===== config.mk =====
export PLATFORM = sky130hd
export DESIGN_NAME = mpw_front
export DESIGN_NICKNAME = d
export VERILOG_FILES = /design/src/design/mpw_pkg.sv /design/src/design/mpw_front.sv
export SDC_FILE = /design/constraint.sdc
export NUM_CORES = 1
export LEC_CHECK = 0
export ABC_AREA = 1
export BUFFER_PORTS_ARGS = -buffer_cell sky130_fd_sc_hd__buf_2
export CAP_MARGIN = 20
export CORE_MARGIN = 2
export CORE_UTILIZATION = 35
export DETAILED_ROUTE_END_ITERATION = 16
export HOLD_SLACK_MARGIN = 0.1
export MAX_ROUTING_LAYER = met4
export PLACE_DENSITY = 0.52
export SLEW_MARGIN = 20
export SYNTH_ARGS = -nofsm -noshare
export SYNTH_HDL_FRONTEND = slang
export SYNTH_SLANG_ARGS = --single-unit

===== constraint.sdc =====
create_clock -name clock -period 3.6 [get_ports clock]
set_clock_uncertainty 0.05 [all_clocks]
set_input_delay 0.72 -clock clock [delete_from_list [all_inputs] [get_ports clock]]
set_output_delay 0.72 -clock clock [all_outputs]
set_load 0.02 [all_outputs]

===== src/design/mpw_pkg.sv =====
// ----------------------------------------------------------------------------
// mpw_pkg
// Shared types and constants of the max pool window engine.
// ----------------------------------------------------------------------------
package mpw_pkg;

   localparam logic [31:0] NEG_FLT_MAX = 32'hFF7F_FFFF;

   localparam logic OP_STORE = 1'b0;
   localparam logic OP_QUERY = 1'b1;

   localparam int CSR_IN_HEIGHT = 0;
   localparam int CSR_IN_WIDTH  = 1;
   localparam int CSR_KERNEL_H  = 2;
   localparam int CSR_KERNEL_W  = 3;
   localparam int CSR_STRIDE_H  = 4;
   localparam int CSR_STRIDE_W  = 5;
   localparam int CSR_PAD_H     = 6;
   localparam int CSR_PAD_W     = 7;

   typedef struct packed {
      logic [6:0] in_height;
      logic [6:0] in_width;
      logic [3:0] kernel_h;
      logic [3:0] kernel_w;
      logic [3:0] stride_h;
      logic [3:0] stride_w;
      logic [2:0] pad_h;
      logic [2:0] pad_w;
   } cfg_type;

   // one classified command: opcode, empty flag, position, channel, sample, window origin and extents
   typedef struct packed {
      logic        query;
      logic        empty;
      logic [5:0]  row;
      logic [5:0]  col;
      logic [3:0]  channel;
      logic [31:0] sample;
      logic [15:0] y0;
      logic [15:0] x0;
      logic [4:0]  kh;
      logic [4:0]  kw;
   } cmd_type;

   function automatic logic greater_bits(input logic [31:0] a, input logic [31:0] b);
      logic [31:0] ka;
      logic [31:0] kb;
      logic        nan_a;
      logic        nan_b;
      nan_a = a[30:0] > 31'h7F80_0000;
      nan_b = b[30:0] > 31'h7F80_0000;
      ka = (a[30:0] == 31'd0) ? 32'h8000_0000 : (a[31] ? ~a : (a | 32'h8000_0000));
      kb = (b[30:0] == 31'd0) ? 32'h8000_0000 : (b[31] ? ~b : (b | 32'h8000_0000));
      return !nan_a && !nan_b && (ka > kb);
   endfunction

endpackage


===== src/design/mpw_front.sv =====
// ----------------------------------------------------------------------------
// mpw_front
// Accepts words, computes window origin and extents, fills a short queue.
// ----------------------------------------------------------------------------
module mpw_front #(
   parameter int MAX_HEIGHT   = 64,
   parameter int MAX_WIDTH    = 64,
   parameter int MAX_CHANNELS = 16,
   parameter int MAX_KERNEL   = 8
) (
   input  logic             clock,
   input  logic             reset,
   input  mpw_pkg::cfg_type cfg,
   input  logic             req_valid,
   output logic             req_stall,
   input  logic             req_opcode,
   input  logic [5:0]       req_row,
   input  logic [5:0]       req_col,
   input  logic [3:0]       req_channel,
   input  logic [31:0]      req_sample,
   output logic             cmd_valid,
   input  logic             cmd_take,
   output mpw_pkg::cmd_type cmd
);
   import mpw_pkg::*;

   localparam int QD = 2;

   cmd_type       q_ff [QD];
   cmd_type       q_in;
   logic [1:0]    count_ff, count_in;
   logic          rd_ff, rd_in;
   logic          wr_ff, wr_in;
   logic          push;
   logic [10:0]   eh, ew;
   logic [4:0]    kh, kw;
   logic [10:0]   ys, xs;
   logic          chan_ok;

   assign req_stall = (count_ff == 2'(QD));
   assign push      = req_valid && !req_stall;
   assign cmd_valid = (count_ff != 2'd0);
   assign cmd       = q_ff[rd_ff];

   always_comb begin
      eh = (32'(cfg.in_height) > MAX_HEIGHT) ? 11'(MAX_HEIGHT) : 11'(cfg.in_height);
      ew = (32'(cfg.in_width) > MAX_WIDTH) ? 11'(MAX_WIDTH) : 11'(cfg.in_width);
      kh = (32'(cfg.kernel_h) > MAX_KERNEL) ? 5'(MAX_KERNEL) : 5'(cfg.kernel_h);
      kw = (32'(cfg.kernel_w) > MAX_KERNEL) ? 5'(MAX_KERNEL) : 5'(cfg.kernel_w);
      ys = 11'(req_row) * 11'(cfg.stride_h);
      xs = 11'(req_col) * 11'(cfg.stride_w);
      chan_ok = 32'(req_channel) < MAX_CHANNELS;
      q_in.query   = (req_opcode == OP_QUERY);
      q_in.row     = req_row;
      q_in.col     = req_col;
      q_in.channel = req_channel;
      q_in.sample  = req_sample;
      q_in.y0      = 16'(ys) - 16'(cfg.pad_h);
      q_in.x0      = 16'(xs) - 16'(cfg.pad_w);
      q_in.kh      = kh;
      q_in.kw      = kw;
      q_in.empty   = (q_in.query && (!chan_ok || (eh == 11'd0) || (ew == 11'd0))) ||
                     (!q_in.query && (32'(req_row) >= MAX_HEIGHT ||
                      32'(req_col) >= MAX_WIDTH || !chan_ok));
   end

   always_comb begin
      count_in = count_ff + 2'(push) - 2'(cmd_take);
      rd_in    = rd_ff ^ cmd_take;
      wr_in    = wr_ff ^ push;
   end

   always_ff @(posedge clock) begin
      if (reset) begin
         count_ff <= '0;
         rd_ff    <= 1'b0;
         wr_ff    <= 1'b0;
      end else begin
         count_ff <= count_in;
         rd_ff    <= rd_in;
         wr_ff    <= wr_in;
      end
      if (push) begin
         q_ff[wr_ff] <= q_in;
      end
   end
endmodule


# After elaboration in Yosys (flattened, before gate mapping)
# Memories as Yosys holds them, arrays and structs flattened. A register that Yosys moved wholly into a read port is not among the register bits.
# Index checks and enable logic that the tools add are counted.
# W data, S select, Z words.
totals:
  ramBits: 180
  elab_cells: 31
  ff_bits: 4
  output_inout_bits: 94
  mem_count: 1
op_classes:
  n_eq_ne: 1
  add_sub_neg: 4
  order_cmp: 4
  mux: 7
  n_reduce_logical: 7
  bitwise: 2
  n_mul: 2
mem_list:
  columns: ["memory", "depth", "width", "read_ports", "rd_clocked_by_memory_dff", "write_ports", "line_no", "source"]
  rows:
  - ["q_ff", 2, 90, 1, 1, 1, "mpw_front.sv:29", "cmd_type q_ff [QD];"]
ops:
  columns: ["cell", "n"]
  rows:
  - ["$logic_not A11 Y1", 2]
  - ["$sub A10 B3 Y11", 2]
  - ["$mul A6 B4 Y10", 2]
  - ["$gt A7 B7 Y1 const B", 2]
  - ["$mux W7", 2]
  - ["$gt A4 B4 Y1 const B", 2]
  - ["$mux W4", 2]
  - ["$mux W1", 3]
  - ["$add A2 B1 Y2", 1]
  - ["$eq A2 B2 Y1 const B", 1]
  - ["$logic_and A1 B1 Y1", 2]
  - ["$reduce_bool A2 Y1", 1]
  - ["$sub A2 B1 Y2", 1]
  - ["$xor A1 B1 Y1", 2]
  - ["$logic_not A1 Y1", 1]
  - ["$logic_or A1 B1 Y1", 1]

# Depth between registers and ports, before layout
depth:
  ltp_word: 5
  ltp_mapped: 16
  depth_no_buf: 16

# Worst setup path after synthesis
# Ideal clock, no wire load.
synth_path:
  kind: "input to register"
  startpoint: "input port req_row[2]"
  endpoint: "memory q_ff[0][32] in the netlist's numbering, data pin"
  path_slack_ns: 0.232
  path_stages: 14
  n_path_buf: 0
  required_ns: 3.294
  arrival_ns: 3.062
  cell_sequence: "nand2_1 > ha_1 > inv_1 > fa_1 > inv_1 > fa_1 > inv_1 > ha_1 > a21oi_1 > nor2_1 > nor2_1 > nand2_1 > nand2_1 > nand2_1"
synth_rtl:
  columns: ["item", "line_no", "source"]
  rows:
  - ["from (decl)", "mpw_front.sv:17", "input logic [5:0] req_row,"]
  - ["to (decl)", "mpw_front.sv:29", null]

==> metrics <==
Yosys reg bits 164; Hold WC Path Type input pin to flop; clk_lat worst skew between 0.4 and 0.5 ns; cell leakage power roughly 4.8 nW; gr ovfl total 0; Synth cell types 34; Total Wirelength 16.7 mm; Worst EP required roughly 3.7 ns; post-synthesis cell count between 600 and 700; final hold vios 0; Fillers roughly 2,300; router iterations before antenna repair 4; H-Tree Depth 4; commonest cells after routing, fill and taps aside 180 x buf_2, 160 x edfxtp_1, 116 x nand2_1; Post-DRT Antenna Nets 0; post-synthesis cell area ~0.0086 sq mm; row count 57; syn_area_per_cell ~13 sq um; GPL Wtd Cong just over 0.8; DR WL/cell 14.2 um; Root Buffer clkbuf_16; Area after DPL between 0.009 and 0.01 sq mm; kind of critical path input pin to flop; Clk pin slew, worst setup/hold paths approximately 0.07 ns; clock sink count 164; cell area after layout between 0.01 and 0.015 sq mm; P&R area growth vs syn 22.6%; Util after Layout 0.434; CP arrival around 3.3 ns; share of cells above drive strength 1 0.384; Final Power ~6.2 mW; core region area roughly 0.024 sq mm; Worst IR Drop VDD 0.241 mV; Critical Path End Type flop; clock buffer count from CTS 17; Tot GR Track Use 0.138; die width 160 um; pwr dens 588 mW/mm^2; first-pass GRT wire length 26.8 mm; initial cell density of the core 0.354; Slew HR 0.655; Net count, final 994; chip height between 150 and 200 um; setup violators final 0; post-synthesis sequential area ratio 0.570; total number of vias 5,056; setup_tns 0 ns; CTS tree built; final period utilization 0.891; io pins 183; leading cell type in the layout, fill and taps excluded buf_2; Slew Viols, Final 0; Ant. Diodes 0; deepest clock path buffer count 2; ys flop type edfxtp_1; Remaining DRCs 0; Via density 4.31; total die area 0.0257 sq mm; Max Cap Viol 0; FFs w/ async S/R, synth 0; unrepaired setup endpoints after global routing no; largest net degree at the start of global routing 44; HPWL after DPL about 12 mm; number of global-route vias before repair about 5,200; Slew @ Worst Pin between 0.5 and 0.6 ns; initial DRC count between 200 and 250; antenna violations before repair 0; post-CTS sizing 0; Yosys Warn Count 0; CTS hold repair buffers 0; Post-synth EDFFs 160; CP max FO 6; IO Port Bufs 180; outcome finished, final reports clean; R2R Setup Slk 1.70 ns; Fmax 312 MHz; minimum clock period 3.21 ns; Critical Path Source Type input pin; Post-CTS Setup Inserts 0
==> cell families (layout without fill, tap and decap cells) <==
logic type,Yosys count,in the layout,share of synthesized area
compound gates,15,15,0.0107
xor+xnor,10,10,0.0102
buf+inv,125,337,0.0679
fa+ha+maj,70,70,0.120
other cells,1,2,0.000438
mux,80,80,0.140
simple gates,170,170,0.0808
flops,164,164,0.570
==> sequential cells by signal, summed over array words and instances, names as in the netlist <==
name and cells:
rd_ff 1, count_ff 2, wr_ff 1, q_ff 160
==> critical path: stages <==
cell	delay [ns]
buf_2	0.13
nand2_1	0.06
ha_1	0.27
inv_1	0.06
fa_1	0.55
inv_1	0.06
fa_1	0.52
inv_1	0.04
ha_1	0.33
nand2_1	0.12
clkinv_1	0.09
nand2_1	0.07
nand2_1	0.04
nand2_1	0.07
nand3_1	0.07
nand2_1	0.06
nand2_1	0.06
==> Yosys cell counts, types with 2 or more instances <==
library cell  count  area share
a21oi_1           8      0.0047
nand3_2           2      0.0023
inv_2             2     0.00088
nand2_1         116       0.051
buf_6             9       0.012
nand4_1           2      0.0015
inv_1            99       0.043
dfxtp_1           4      0.0094
ha_1             50       0.073
clkbuf_1          2     0.00088
nor2_1           28       0.012
edfxtp_1        160        0.56
mux2_4           79        0.14
xor2_1            7      0.0072
nand3_1          14      0.0082
fa_1             20       0.047
buf_4            12       0.011
a21boi_0          2      0.0018
xnor2_1           3      0.0031
nor3_1            2      0.0012
==> layout make-up <==
cell class | count | area, sq um | area share
clock buffers | 17 | 425 | 0.0405
flip-flops and latches | 164 | 4890 | 0.465
inverters | 102 | 383 | 0.0365
well taps | 324 | 405 | 0.0386
repair buffers | 203 | 1110 | 0.106
multi-input cells | 347 | 3130 | 0.298
clock inverters | 15 | 164 | 0.0156
==> routing by layer <==
layer	GRT usage	wire, um
met1	0.180	7870
met4	0.0467	189
met2	0.219	7780
met3	0.0261	828
met5	-	0
==> worst paths after layout <==
path | startpoint | end | depth (start not counted)
max | cfg[12] | q_ff[1][39] | 17
min | req_sample[29] | q_ff[1][69] | 1
max reg2reg | count_ff[1] | q_ff[1][79] | 5
min reg2reg | count_ff[1] | count_ff[1] | 3
==> metrics by stage <==
step | worst slack [ns] | hold slack, ns | cells
after floorplan | 0.232 | 0.482 | 636
after global placement | 0.0110 | 0.525 | 1140
after detailed placement | -0.0401 | 0.528 | 1140
after CTS | 0.407 | 0.409 | 1172
after global routing | 0.181 | 0.411 | 1172
final | 0.392 | 0.432 | 1172
==> report_power, final <==
| part | internal, mW | total, mW | switching [mW] |
|---|---|---|---|
| registers | 2.47 | 2.55 | 0.0757 |
| clock network | 0.932 | 1.79 | 0.854 |
| logic | 0.773 | 1.84 | 1.07 |
Power figures use the tool's default switching activity.
